$ cat config.mk
export PLATFORM = sky130hd
export DESIGN_NAME = http_status_line_parser
export DESIGN_NICKNAME = d
export VERILOG_FILES = /design/src/hw/rtl/hsl_pkg.sv /design/src/hw/rtl/hsl_byte_check.sv /design/src/hw/rtl/hsl_line_state.sv /design/src/hw/rtl/http_status_line_parser.sv
export SDC_FILE = /design/constraint.sdc
export NUM_CORES = 1
export LEC_CHECK = 0
export BUFFER_PORTS_ARGS = -buffer_cell sky130_fd_sc_hd__buf_2
export CORE_MARGIN = 2
export CORE_UTILIZATION = 45
export CTS_CLUSTER_DIAMETER = 40
export DETAILED_ROUTE_END_ITERATION = 10
export GPL_TIMING_DRIVEN = 0
export HOLD_SLACK_MARGIN = 0.1
export PLACE_DENSITY_LB_ADDON = 0.1
export SLEW_MARGIN = 0
export SYNTH_ARGS = -nofsm -noshare
export SYNTH_HDL_FRONTEND = slang
export SYNTH_SLANG_ARGS = --single-unit
$ cat constraint.sdc
create_clock -name aclk -period 4 [get_ports aclk]
set_clock_uncertainty 0.15 [all_clocks]
set_input_delay 0.6 -clock aclk [delete_from_list [all_inputs] [get_ports aclk]]
set_output_delay 0.6 -clock aclk [all_outputs]
set_load 0.02 [all_outputs]
$ cat src/hw/rtl/hsl_pkg.sv
// shared types and constants for the http status line parser
`timescale 1ns / 1ps

package hsl_pkg;

    localparam int unsigned BYTE_W = 8;
    localparam int unsigned POS_W  = 4;
    localparam int unsigned CODE_W = 10;

    localparam int unsigned PREFIX_LEN = 5;

    localparam logic [BYTE_W-1:0] PREFIX_CHARS [PREFIX_LEN] =
        '{8'h48, 8'h54, 8'h54, 8'h50, 8'h2F};

    localparam logic [BYTE_W-1:0] CHAR_DOT   = 8'h2E;
    localparam logic [BYTE_W-1:0] CHAR_SPACE = 8'h20;
    localparam logic [BYTE_W-1:0] CHAR_ZERO  = 8'h30;
    localparam logic [BYTE_W-1:0] CHAR_NINE  = 8'h39;

    localparam logic [POS_W-1:0] POS_PREFIX_LAST = 4'd4;
    localparam logic [POS_W-1:0] POS_MAJOR       = 4'd5;
    localparam logic [POS_W-1:0] POS_DOT         = 4'd6;
    localparam logic [POS_W-1:0] POS_MINOR       = 4'd7;
    localparam logic [POS_W-1:0] POS_SPACE1      = 4'd8;
    localparam logic [POS_W-1:0] POS_CODE_FIRST  = 4'd9;
    localparam logic [POS_W-1:0] POS_CODE_MID    = 4'd10;
    localparam logic [POS_W-1:0] POS_CODE_LAST   = 4'd11;
    localparam logic [POS_W-1:0] POS_SPACE2      = 4'd12;
    localparam logic [POS_W-1:0] POS_SATURATE    = 4'd13;

    // last byte must sit at this position or later for a full line
    localparam logic [POS_W-1:0] POS_MIN_LAST    = 4'd11;

    localparam logic [CODE_W-1:0] MIN_CODE = 10'd100;

    typedef struct packed {
        logic              fits;
        logic              is_code_digit;
        logic [3:0]        digit;
    } byte_check_t;

    typedef struct packed {
        logic              ok;
        logic [CODE_W-1:0] code;
    } line_result_t;

endpackage

$ cat src/hw/rtl/hsl_byte_check.sv
// per-position format check and digit decode of one line byte
`timescale 1ns / 1ps

module hsl_byte_check (
    input  logic [hsl_pkg::POS_W-1:0]  pos,
    input  logic [hsl_pkg::BYTE_W-1:0] line_byte,
    output hsl_pkg::byte_check_t       check
);

    logic is_digit;
    logic fits;
    logic [hsl_pkg::BYTE_W-1:0] digit_full;

    assign is_digit   = (line_byte >= hsl_pkg::CHAR_ZERO) && (line_byte <= hsl_pkg::CHAR_NINE);
    assign digit_full = line_byte - hsl_pkg::CHAR_ZERO;

    always_comb begin
        fits = 1'b1;
        if (pos <= hsl_pkg::POS_PREFIX_LAST) begin
            fits = (line_byte == hsl_pkg::PREFIX_CHARS[pos[2:0]]);
        end else begin
            case (pos) inside
                hsl_pkg::POS_MAJOR, hsl_pkg::POS_MINOR, hsl_pkg::POS_CODE_FIRST,
                hsl_pkg::POS_CODE_MID, hsl_pkg::POS_CODE_LAST: begin
                    fits = is_digit;
                end
                hsl_pkg::POS_DOT: begin
                    fits = (line_byte == hsl_pkg::CHAR_DOT);
                end
                hsl_pkg::POS_SPACE1, hsl_pkg::POS_SPACE2: begin
                    fits = (line_byte == hsl_pkg::CHAR_SPACE);
                end
                default: begin
                    fits = 1'b1;
                end
            endcase
        end
    end

    assign check.fits          = fits;
    assign check.is_code_digit = is_digit && (pos >= hsl_pkg::POS_CODE_FIRST)
                                 && (pos <= hsl_pkg::POS_CODE_LAST);
    assign check.digit         = digit_full[3:0];

endmodule

$ cat src/hw/rtl/hsl_line_state.sv
// line state: position, valid flag, code accumulator and line result
`timescale 1ns / 1ps

module hsl_line_state (
    input  logic                       aclk,
    input  logic                       aresetn,
    input  logic                       step,
    input  logic [hsl_pkg::BYTE_W-1:0] line_byte,
    input  logic                       line_end,
    output hsl_pkg::line_result_t      result
);

    logic [hsl_pkg::POS_W-1:0]  pos_reg;
    logic [hsl_pkg::POS_W-1:0]  pos_next;
    logic                       valid_reg;
    logic                       valid_next;
    logic [hsl_pkg::CODE_W-1:0] acc_reg;
    logic [hsl_pkg::CODE_W-1:0] acc_next;
    logic [hsl_pkg::CODE_W-1:0] acc_step;

    hsl_pkg::byte_check_t check;

    hsl_byte_check u_check (
        .pos       (pos_reg),
        .line_byte (line_byte),
        .check     (check)
    );

    // acc * 10 + digit, kept to the accumulator width
    assign acc_step = (acc_reg << 3) + (acc_reg << 1)
                      + {{(hsl_pkg::CODE_W-4){1'b0}}, check.digit};

    assign valid_next = valid_reg && check.fits;
    assign acc_next   = check.is_code_digit ? acc_step : acc_reg;
    assign pos_next   = (pos_reg < hsl_pkg::POS_SATURATE) ? pos_reg + 4'd1 : pos_reg;

    assign result.ok   = valid_next && (pos_reg >= hsl_pkg::POS_MIN_LAST)
                         && (acc_next >= hsl_pkg::MIN_CODE);
    assign result.code = acc_next;

    always_ff @(posedge aclk) begin
        if (!aresetn) begin
            pos_reg   <= '0;
            valid_reg <= 1'b1;
            acc_reg   <= '0;
        end else if (step) begin
            if (line_end) begin
                pos_reg   <= '0;
                valid_reg <= 1'b1;
                acc_reg   <= '0;
            end else begin
                pos_reg   <= pos_next;
                valid_reg <= valid_next;
                acc_reg   <= acc_next;
            end
        end
    end

endmodule

$ cat src/hw/rtl/http_status_line_parser.sv
// http status line parser: input register, line state logic, result register
// the result of a line is written to the result register when its last byte leaves the input register
// throughput: one byte item per cycle; stalls only while a result waits in the
// result register and the held byte ends a line
// reset: synchronous active-low aresetn empties both registers and restarts the line
`timescale 1ns / 1ps

module http_status_line_parser (
    input  logic                        aclk,
    input  logic                        aresetn,
    input  logic                        s_valid,
    output logic                        s_ready,
    input  logic [hsl_pkg::BYTE_W-1:0]  s_line_byte,
    input  logic                        s_line_end,
    output logic                        m_valid,
    input  logic                        m_ready,
    output logic                        m_status_ok,
    output logic [hsl_pkg::CODE_W-1:0]  m_status_code,
    output logic                        m_error_kind
);

    logic                       in_valid_reg;
    logic [hsl_pkg::BYTE_W-1:0] in_byte_reg;
    logic                       in_end_reg;
    logic                       out_valid_reg;
    logic                       out_ok_reg;
    logic [hsl_pkg::CODE_W-1:0] out_code_reg;
    logic                       out_free;
    logic                       advance;

    hsl_pkg::line_result_t result;

    assign out_free = !out_valid_reg || m_ready;
    assign advance  = in_valid_reg && (!in_end_reg || out_free);
    assign s_ready  = !in_valid_reg || advance;

    hsl_line_state u_state (
        .aclk      (aclk),
        .aresetn   (aresetn),
        .step      (advance),
        .line_byte (in_byte_reg),
        .line_end  (in_end_reg),
        .result    (result)
    );

    always_ff @(posedge aclk) begin
        if (!aresetn) begin
            in_valid_reg <= 1'b0;
        end else if (s_ready) begin
            in_valid_reg <= s_valid;
        end
    end

    always_ff @(posedge aclk) begin
        if (s_ready && s_valid) begin
            in_byte_reg <= s_line_byte;
            in_end_reg  <= s_line_end;
        end
    end

    always_ff @(posedge aclk) begin
        if (!aresetn) begin
            out_valid_reg <= 1'b0;
        end else if (advance && in_end_reg) begin
            out_valid_reg <= 1'b1;
        end else if (m_ready) begin
            out_valid_reg <= 1'b0;
        end
    end

    always_ff @(posedge aclk) begin
        if (advance && in_end_reg) begin
            out_ok_reg   <= result.ok;
            out_code_reg <= result.ok ? result.code : '0;
        end
    end

    assign m_valid       = out_valid_reg;
    assign m_status_ok   = out_ok_reg;
    assign m_status_code = out_code_reg;
    assign m_error_kind  = !out_ok_reg;

endmodule

* After elaboration in Yosys (flattened, before gate mapping)
Memory sizes are Yosys's and may differ from the RTL's. Cells that the tools add are included.
Cells by class: equality and inequality tests 11, reductions and logical operators 21, bitwise logic cells 1, muxes and demuxes 13, shifts and indexed selects 0, multipliers 0, add/subtract/negate cells 4, div/mod/pow operators 0, $lt $le $gt $ge 9
Operators with widths (number):
- 4-bit == test, second input constant | 5
- 10-bit 2-to-1 mux | 2
- 8-bit by 6-bit == test with 1-bit output, second input constant | 2
- 8-bit 2-to-1 mux | 2
- 4-bit by 3-bit == test with 1-bit output, second input constant | 3
- 4-bit greater-or-equal comparator, second input constant | 3
- 10-bit adder | 1
- 10-bit by 4-bit adder with 10-bit output | 1
- 10-bit by 7-bit greater-or-equal comparator with 1-bit output, second input constant | 1
- 1-bit logical AND | 9
- 8-bit == test | 1
- 8-bit by 6-bit greater-or-equal comparator with 1-bit output, second input constant | 1
- 8-bit by 6-bit <= comparator with 1-bit output, second input constant | 1
- 4-bit 2-to-1 mux | 2
- 1-bit 2-to-1 mux | 7
- 5-bit OR reduction | 1
- 4-bit by 1-bit adder with 4-bit output, second input constant | 1
- 4-bit by 3-bit <= comparator with 1-bit output, second input constant | 1
- 4-bit <= comparator, second input constant | 1
- 1-bit logical NOT | 4
- 4-bit less-than comparator, second input constant | 1
- 3-bit inverter with 4-bit output | 1
- 2-bit nonzero test | 2
- 4-bit by 1-bit subtractor with 4-bit output, second input constant | 1
- other kinds (3) | 5
Word-level totals: input bits 13, bits in writable memories 0, register bits after elaboration 37, word-level logic and storage cells 69, memories 1, output and inout bits 14, bits in latches 0, bits in read-only memories 64
Memories:
- (name not given) | words 8, bits a word 8, read ports 1, clocked after memory_dff 0, write ports 0, RTL line hsl_byte_check.sv:20 | fits = (line_byte == hsl_pkg::PREFIX_CHARS[pos[2:0]]);

* Depth between registers and ports, before layout
Gate-level depths: netlist (run 1).
depth in word-level cells 9, gate-level depth with buffers 10, mapped depth without buffers 10

* Cells and area by module
A second synthesis (run 1) with hierarchy kept.
Second synthesis, totals: cells, all modules 252, area total of the unflattened synthesis 2452.4 µm²
By module, submodules not included:
- hsl_line_state | area each 1361.3 µm², cells each 168, times used 1, sequential area each 300.3 µm²
- http_status_line_parser | area each 784.5 µm², cells each 43, times used 1, sequential area each 640.6 µm²
- hsl_byte_check | area each 306.5 µm², cells each 41, times used 1, sequential area each 0.0 µm²

* Least setup slack after synthesis (run 1)
OpenSTA, ideal clock, no wires.
path type register to register, start point register in_byte_reg[3] in the netlist's numbering, end point register out_code_reg (netlist bit m_status_code[5]), data pin, clock period less this slack 3.416 ns, data required time 3.579 ns, buffers on the path 0, setup slack 0.584 ns, stages on the path, launching flop included 11, data arrival time 2.995 ns, setup time 0.271 ns, cell sequence edfxtp_1 inv_1 fa_1 inv_1 fa_1 a211o_1 and3_1 o2111a_1 a221o_1 o41ai_4 nor2_1
Between the ends: word-level cells in the longest chain between the ends 8, elaborated cells between the ends (all ways) 19, those cells by class add/sub (2); order compare (3); eq/ne (3); mux (5); reduce/logical (6)
RTL lines:
- start, declared | RTL line http_status_line_parser.sv:23 | logic [hsl_pkg::BYTE_W-1:0] in_byte_reg;
- start signal, assigned | RTL line http_status_line_parser.sv:56 | in_byte_reg <= s_line_byte;
- parallel branches: the longest is 8 deep, another holds 10-bit by 4-bit adder with 10-bit output
- end signal, assigned | RTL line http_status_line_parser.sv:74 | out_code_reg <= result.ok ? result.code : '0;
- end, declared | RTL line http_status_line_parser.sv:27 | logic [hsl_pkg::CODE_W-1:0] out_code_reg;
Several ways; the timed one is not identified. A chain may end at the register's enable or synchronous reset.

* Worst setup path after layout (run 1)
start point register in_byte_reg[3] in the netlist's numbering, end point register out_code_reg (netlist bit m_status_code[3]), data pin
The elaborated chain is that of the path after synthesis.

==> flow_summary.ini, run 1 <==
[clock_tree]
cts_root_buf = clkbuf_8
h-tree-depth = 2
cts_hold_buf = 0
tritoncts = yes
clkSinkCount = 37
cts_made_buffers = 5
clock_path_buffers = 2
post_cts_buffers = 0
insertion_delay_ns = 0.29
clk_pin_slew_worst_paths_ns = 0.08
post_cts_resize_count = 0

[synthesis]
syn_inst = 230
synth_common_cells = 20 x edfxtp_1, 20 x nor2b_1, 18 x ha_1
async_flop_share = 0
ys_ff_latch = 37
synth_top_flop_cell = edfxtp_1
synthTopCellsByArea = edfxtp_1 27%, dfxtp_1 15%, ha_1 10%, nor2b_1 5.5%, inv_1 2.8%
synthDistinctLibCells = 53
synth_warnings = 0
netlist_area_sq_um = 2250
synth_edf_count = 20
ys_seq_area_frac = 0.417
avgSynthCellArea_sq_um = 9.80
synth_top_area_frac = 0.266
synth_fp_nets = 263
synth_area_leader_cell = edfxtp_1

[die]
die_h_um = 74.8
io_pins = 27
dieArea_sq_um = 5590
core_sq_um = 4790
core.rowCount = 25
die_x_um = 74.8
start_util = 0.471

[timing]
slew_headroom = 0.482
period_needed_ns = 3.71
worstMarginPinSlew_ns = 0.770
max_freq_mhz = 270
fin_tns_setup_ns = 0
rsz0062_at_grt = false
setup_viol = 0
post-route-period-util = 0.927
hold_viol = 0
maxSlewViolCount = 0

[worst_setup_path]
endpoint_kind = register
cp_max_fo = 8
path_class = reg2reg
start_kind = register
cp_data_required_time_ns = 3.87
worstPathArrival_ns = 3.58

[placed_design]
post_dp_cell_area_sq_um = 2470
hpwl_um = 3650
globalplace.congestion = 0.819
port_buffers = 26

[drt]
drt-total-wl_um = 4710
dr.pass1.iters = 4
wl_per_cell_um = 14.2
drtIter0Drc = 69
remaining_drc_errors = 0
via_count = 1762
postRouteAntennaNets = 0
routed_via_density = 5.32

[cells_and_area]
fillers = 451
area_growth_pct = 15.4
post_route_cells_drive_above_1_share = 0.167
nNetsFinal = 296
finish.utilization = 0.544
multi_input_area_sq_um = 1220
fin_area_sq_um = 2600
register_area_sq_um = 941
antenna_cells = 0

[pwr]
p_per_area_nw_per_um2 = 324
leakage_uw = 0.00110
vdd_ir_drop_max_uv = 324

[job]
cap_violations = 0

[grt]
first_global_vias = 1603
grt_use_total = 0.176
grt_pass1_wl_um = 7420
grt_max_degree = 13
antenna_found_initial = 0
overflow = 0

[status]
outcome = completed

[min_path]
hold_path.class = reg2reg
-- cells in the final DEF, fill, tap and decap left out, drive strengths merged, types with 2 or more instances in the layout --
cell type,Yosys,final
o21ai,10,10
bufinv,0,2
nand2,15,15
nor3,4,4
nor2b,20,20
a21oi,10,10
a22oi,8,8
buf,1,27
inv,17,17
a211o,3,3
or2,4,4
or4,2,2
nor2,14,14
a31oi,2,2
edfxtp,20,20
clkbuf,5,10
nand3b,2,2
xor2,2,2
nand4,3,3
nand2b,3,3
nand3,5,5
nand4b,2,2
fa,2,2
o41ai,2,2
ha,18,18
o22ai,2,2
dfxtp,17,17
and2,5,5
a21o,3,3
xnor2,3,3
nor4,4,4
a21boi,4,4
-- per-stage QoR --
stage | power [uW] | cells | setup slack, ns | hold WS [ns]
CTS | 847 | 331 | 0.265 | 0.312
floorplan | 451 | 230 | 0.584 | 0.276
global route | 868 | 331 | 0.110 | 0.328
global placement | 467 | 323 | 0.344 | 0.288
detailed placement | 468 | 323 | 0.280 | 0.294
finish | 843 | 331 | 0.293 | 0.309
-- metal layers --
layer  global-route usage  vias to the layer above  share of wire
met5                    0                        -              0
met4               0.0397                        0         0.0066
met3               0.0375                        4          0.030
met2                0.319                       27           0.51
met1                0.216                      827           0.45
li1                     -                      904              -
-- area by class of cell --
| type | count | area share |
|---|---|---|
| sequential | 37 | 0.362 |
| buffer | 6 | 0.0115 |
| clock buffer | 5 | 0.0264 |
| timing repair buffer | 26 | 0.0500 |
| multi-input combinational | 170 | 0.469 |
| tap | 67 | 0.0322 |
| clock inverter | 3 | 0.0250 |
| inverter | 17 | 0.0245 |
-- critical path, cell delays in order, from the launching register on --
cell and delay, ns:
edfxtp_1 0.41, inv_1 0.10, fa_1 0.54, inv_1 0.07, fa_1 0.47, a211o_1 0.33, and3_1 0.21, o2111a_1 0.26
a221o_1 0.32, o41ai_4 0.52, nor2b_1 0.09
-- final timing paths --
path              slack (ns)                           start  depth (start not counted)                             end
hold reg to reg         0.31  u_state.valid_reg$_SDFFE_PN1P_                          1  u_state.valid_reg$_SDFFE_PN1P_
setup reg to reg        0.29        in_byte_reg[3]$_DFFE_PP_                         10  m_status_code[3]$_SDFFCE_PN0P_
setup / recovery        0.29        in_byte_reg[3]$_DFFE_PP_                         10  m_status_code[3]$_SDFFCE_PN0P_
hold / removal          0.31  u_state.valid_reg$_SDFFE_PN1P_                          1  u_state.valid_reg$_SDFFE_PN1P_
-- cell families (layout without fill, tap and decap cells) --
kind of cell | count (synthesis) | after routing | synth area share
and+or+nand+nor | 90 | 90 | 0.226
AOI/OAI and AO/OA | 54 | 54 | 0.173
DFF | 37 | 37 | 0.417
buffers and inverters | 23 | 57 | 0.0416
adders and majority gates | 20 | 20 | 0.118
xor gates and xnor gates | 5 | 5 | 0.0194
muxes | 1 | 1 | 0.00499
-- power breakdown --
group / internal, uW / switching (uW)
combinational: 18.3 / 26.2
sequential: 408 / 6.84
clock: 248 / 136
total: 674 / 169
(Power assumes the default switching activity.)
==> inputs of run 2 (changes only) <==
ABC_AREA = 1   (was unset)
==> run 2 against run 1 <==
Compared with the run above:
- core utilization decreased by 0.88 points
- power rose by 0.85%
- critical path depth rose by 3
- combinational power up 15%
- routed wire length is 0.66% higher
- sequential cell count stayed put
- worst setup slack improved by 0.81 ns
- final area up 4.3%
- critical endpoint is now m_status_code[6]$_SDFFCE_PN0P_
- highest routed layer unchanged
==> flow_summary.ini, run 2 <==
[drt]
postRouteAntennaNets = 0
drtIter0Drc = 83
dr.pass1.iters = 4
wl_per_cell_um = 11.6
remaining_drc_errors = 0
drt-total-wl_um = 4740
routed_via_density = 4.85
via_count = 1987

[synthesis]
synth_top_area_frac = 0.254
synth_common_cells = 79 x nand2_1, 44 x inv_1, 24 x nand3_1, 24 x nor2_1, 20 x edfxtp_1
synth_area_leader_cell = edfxtp_1
netlist_area_sq_um = 2360
synth_warnings = 0
synthDistinctLibCells = 33
ys_seq_area_frac = 0.398
avgSynthCellArea_sq_um = 7.72
synth_edf_count = 20
synthTopCellsByArea = edfxtp_1 25%, dfxtp_1 14%, nand2_1 13%, ha_1 9.5%, inv_1 7.0%
synth_fp_nets = 339
async_flop_share = 0
ys_ff_latch = 37
syn_inst = 306
yosys.cell_count.top_type = nand2_1
synth_top_flop_cell = edfxtp_1

[clock_tree]
cts_hold_buf = 0
post_cts_buffers = 0
insertion_delay_ns = 0.29
tritoncts = yes
clock_path_buffers = 2
h-tree-depth = 2
cts_made_buffers = 5
cts_root_buf = clkbuf_8
post_cts_resize_count = 0
clk_pin_slew_worst_paths_ns = 0.08
clkSinkCount = 37

[die]
core.rowCount = 26
start_util = 0.466
io_pins = 27
die_x_um = 76.5
dieArea_sq_um = 5850
die_h_um = 76.5
core_sq_um = 5070

[placed_design]
port_buffers = 26
globalplace.congestion = 0.819
hpwl_um = 3770
dpl.cell_count = 402

[cells_and_area]
post_route_cells_drive_above_1_share = 0.182
antenna_cells = 0
final_cell_count_no_fill = 410
final_cell_mix = 79 x nand2_1, 44 x inv_1, 26 x buf_2
area_growth_pct = 14.9
fillers = 519
final_common_cell = nand2_1
nNetsFinal = 372

[timing]
setup_viol = 0
rsz0062_at_grt = false
worstMarginPinSlew_ns = 0.593
hold_viol = 0
slew_headroom = 0.603
fin_tns_setup_ns = 0
period_needed_ns = 2.90
max_freq_mhz = 345
maxSlewViolCount = 0
post-route-period-util = 0.725

[status]
outcome = completed

[worst_setup_path]
start_kind = register
worstPathArrival_ns = 2.80
path_class = reg2reg
cp_max_fo = 10
cp_data_required_time_ns = 3.90
endpoint_kind = register

[grt]
first_global_vias = 1807
grt_use_total = 0.171
antenna_found_initial = 0
grt_max_degree = 13
grt_pass1_wl_um = 8010
overflow = 0

[job]
cap_violations = 0

[min_path]
hold_path.class = reg2reg

[pwr]
vdd_ir_drop_max_uv = 200
leakage_uw = 0.00131
p_per_area_nw_per_um2 = 313
==> run 2: through the flow <==
step / setup slack, ns / hold WS [ns] / util / cell area (sq um) / total power [uW]
final: 1.10 / 0.325 / 0.535 / 2720 / 850
after global routing: 0.847 / 0.332 / 0.535 / 2720 / 880
after CTS: 1.07 / 0.326 / 0.535 / 2720 / 856
after detailed placement: 1.09 / 0.300 / 0.509 / 2580 / 477
after global placement: 1.11 / 0.299 / 0.509 / 2580 / 476
after floorplan: 1.33 / 0.291 / - / 2360 / 459
==> run 2: layout make-up <==
| class | instances | area (sq um) | share of cell area |
|---|---|---|---|
| Buffer | 4 | 30.0 | 0.0111 |
| Clock buffer | 5 | 68.8 | 0.0253 |
| Clock inverter | 3 | 65.1 | 0.0240 |
| Inverter | 49 | 184 | 0.0677 |
| Multi-Input combinational cell | 216 | 1210 | 0.445 |
| Sequential cell | 37 | 941 | 0.347 |
| Tap cell | 70 | 87.6 | 0.0323 |
| Timing Repair Buffer | 26 | 130 | 0.0479 |
==> run 2: per-layer routing <==
layer  part of all wire  track usage
met1               0.45        0.209
met2               0.52        0.315
met3              0.027       0.0320
met5                  0            0
met4             0.0055       0.0327
==> run 2: cells by family (layout without fill, tap and decap cells) <==
kind of cell	count (synthesis)	count (layout)	synth area share
multiplexers	1	1	0.00424
AO/OA/AOI/OAI	28	28	0.0625
XOR/XNOR	4	4	0.0148
adder cells (fa/ha/maj)	20	20	0.112
AND/OR/NAND/NOR	163	163	0.318
buffers and inverters	53	87	0.0905
flip-flops	37	37	0.398
==> run 2: critical path, cell delays in order (launching register included) <==
cell      delay, ns
edfxtp_1       0.37
inv_1          0.12
fa_1           0.55
inv_1          0.07
fa_1           0.49
nand3_1        0.13
nand4_1        0.09
nand3_1        0.11
nand2_1        0.10
nor2_1         0.13
nand3_2        0.08
nand2_2        0.07
buf_6          0.16
nor2_1         0.05
==> run 2: final timing paths <==
kind	slack, ns	cells past startpoint	end	start
min	0.33	2	u_state.acc_reg[9]$_SDFFE_PN0P_	u_state.acc_reg[9]$_SDFFE_PN0P_
max reg2reg	1.10	13	m_status_code[6]$_SDFFCE_PN0P_	in_byte_reg[3]$_DFFE_PP_
max	1.10	13	m_status_code[6]$_SDFFCE_PN0P_	in_byte_reg[3]$_DFFE_PP_
min reg2reg	0.33	2	u_state.acc_reg[9]$_SDFFE_PN0P_	u_state.acc_reg[9]$_SDFFE_PN0P_
==> run 2: report_power, final <==
| group | switching [uW] | internal, uW | leakage, uW |
|---|---|---|---|
| Combinational | 33.7 | 17.4 | 0.000896 |
| Clock | 134 | 248 | 0.0000681 |
| Sequential | 7.92 | 409 | 0.000343 |
| Total | 175 | 674 | 0.00131 |
==> inputs of run 3 (changes only) <==
clock period = 2.85 ns   (was 4 ns; I/O delays follow)
==> run 3 against run 2 <==
Compared with the run above:
- first-iteration DRC count is 6.0% higher
- final cell count up 2.2%
- largest cell class unchanged
- sequential power grew 40%
- final area increased by 5.1%
- largest power group unchanged
- global-route usage is 0.055 points higher
- clock power increased by 40%
- critical path depth is 3 higher
- combinational power rose by 53%
- count of clock-buffer cells in the layout stayed put
- worst setup slack worse by 0.98 ns
- core utilization up 2.7 points
- die area unchanged
==> flow_summary.ini, run 3 (synthesis gave the netlist of run 2 again) <==
[worst_setup_path]
r2r-start = u_state.acc_reg[2]$_SDFFE_PN0P_
cp_max_fo = 5
cp_data_required_time_ns = 2.75
r2r-end = m_status_code[2]$_SDFFCE_PN0P_
worstPathArrival_ns = 2.63
endpoint_kind = register
r2r_cells = 16
path_class = reg2reg
cpPeakStageDelay_ns = 0.55
cpMostUsedCell = nand2_1
start_kind = register
r2r_slack_ns = 0.13
crit_chain = inv_2 > fa_1 > inv_2 > ha_4 > nand2_1 > nor2_1 > nand2_1 > nand3_1 > nand2_1 > nand3_1 > nand2_1 > nor2_2 > nand3_2 > nand2_4 > clkbuf_16 > nor2_2
crit_path_top_delay_cell = fa_1

[placed_design]
port_buffers = 26
hpwl_um = 3770
dp_slack_ns = -0.0640
dpl.cell_count = 402
globalplace.congestion = 0.819

[pwr]
p_comb_frac = 0.065
sw_frac_of_total = 0.206
vdd_ir_drop_max_uv = 282
p_per_area_nw_per_um2 = 420
leakage_uw = 0.00139
clkPwrFrac = 0.446
power.internal_uw = 951
power_frac_seq = 0.489
power.switching_uw = 247

[timing]
maxSlewViolCount = 0
worst_slack_ns = 0.125
period_needed_ns = 2.72
max_freq_mhz = 367
setup_viol = 0
slew_headroom = 0.607
worstMarginPinSlew_ns = 0.588
fin_tns_setup_ns = 0
post-route-period-util = 0.956
hold_viol = 0

[drt]
drt-total-wl_um = 4920
via_count = 2026
wl_per_cell_um = 11.7
remaining_drc_errors = 0
dr.pass1.iters = 5
postRouteAntennaNets = 0
routed_via_density = 4.84
drtIter0Drc = 88

[min_path]
hold_path_end = in_byte_reg[7]$_DFFE_PP_
hold_depth = 1
hold_path.class = in2reg
min_from = s_line_byte[7]

[grt]
grt_max_degree = 13
antenna_found_initial = 0
grt_use_total = 0.172
grt_pass1_wl_um = 8020
first_global_vias = 1805
overflow = 0

[clock_tree]
tritoncts = yes
cts_root_buf = clkbuf_8
cts_hold_buf = 0
clkSinkCount = 37
cts_made_buffers = 5
h-tree-depth = 2
insertion_delay_ns = 0.29
clock_path_buffers = 2
clk_pin_slew_worst_paths_ns = 0.08

[cells_and_area]
post_route_cells_drive_above_1_share = 0.246
antenna_cells = 0
final_common_cell = nand2_1
final_cell_count_no_fill = 419
finish.utilization = 0.562
nNetsFinal = 381
area_growth_pct = 20.7
final_cell_mix = 75 x nand2_1, 41 x inv_1, 26 x buf_2

[status]
outcome = completed

[die]
die_x_um = 76.5
core_sq_um = 5070
io_pins = 27
dieArea_sq_um = 5850
die_h_um = 76.5
start_util = 0.466
core.rowCount = 26

[job]
cap_violations = 0
-- run 3: cell types whose count changed in the layout (fill, tap and decap cells not counted), moves of 2 or more --
cell,delta
nand3_2,+2
nand2_1,-4
nor2_2,+3
nand3_1,-2
buf_4,+8
inv_1,-3
nor2_1,-3
inv_2,+3
nand2_2,+3
-- run 3: worst max path at each step --
stage                                    start                        endpoint  depth (start not counted)
6_report       u_state.acc_reg[2]$_SDFFE_PN0P_  m_status_code[2]$_SDFFCE_PN0P_                         16
5_1_grt        u_state.acc_reg[2]$_SDFFE_PN0P_  m_status_code[2]$_SDFFCE_PN0P_                         16
4_1_cts               in_byte_reg[3]$_DFFE_PP_           m_status_ok$_DFFE_PP_                         16
3_5_place_dp          in_byte_reg[3]$_DFFE_PP_  m_status_code[0]$_SDFFCE_PN0P_                         13
3_3_place_gp          in_byte_reg[3]$_DFFE_PP_  m_status_code[0]$_SDFFCE_PN0P_                         14
2_1_floorplan         in_byte_reg[3]$_DFFE_PP_  m_status_code[6]$_SDFFCE_PN0P_                         14
-- run 3: layout make-up --
type | count | area [sq um]
buffer | 4 | 33.8
timing repair buffer | 35 | 215
inverter | 49 | 184
fill | 501 | 2220
clock inverter | 3 | 65.1
sequential | 37 | 942
tap | 70 | 87.6
clock buffer | 5 | 68.8
multi-input combinational | 216 | 1260
-- run 3: per-layer routing --
layer | GRT usage | wire (um)
met1 | 0.210 | 2210
met2 | 0.316 | 2560
met3 | 0.0320 | 121
met4 | 0.0327 | 27
met5 | 0 | 0
-- run 3: worst max-delay path, delay by kind of cell (launching register included) --
family                   cells  cell delay [ns]
AND/OR/NAND/NOR             11             0.91
adder cells (fa/ha/maj)      2             0.81
flip-flops                   1             0.36
buffers and inverters        3             0.27
-- run 3: timing repair --
item | in CTS | in global routing
buffers inserted | 0 | 8
pin swaps | 0 | 6
gates resized for setup | 2 | 15
gates cloned | 0 | 1
setup endpoints to repair | 10 | 10
-- run 3: metrics by stage --
step | hold slack (ns) | area (sq um) | power [uW]
after global routing | 0.160 | 2850 | 1240
final | 0.169 | 2850 | 1200
after global placement | 0.299 | 2580 | 669
after CTS | 0.160 | 2720 | 1200
after detailed placement | 0.300 | 2580 | 671
after floorplan | 0.291 | 2360 | 644
-- run 3: power by group through the flow --
stage | Combinational [uW] | Clock (uW) | Sequential [uW]
3_5_place_dp | 72.6 | 0 | 598
5_1_grt | 88.1 | 566 | 587
6_report | 78.4 | 534 | 585
2_1_floorplan | 46.0 | 0 | 598
3_3_place_gp | 71.4 | 0 | 598
4_1_cts | 73.2 | 543 | 586
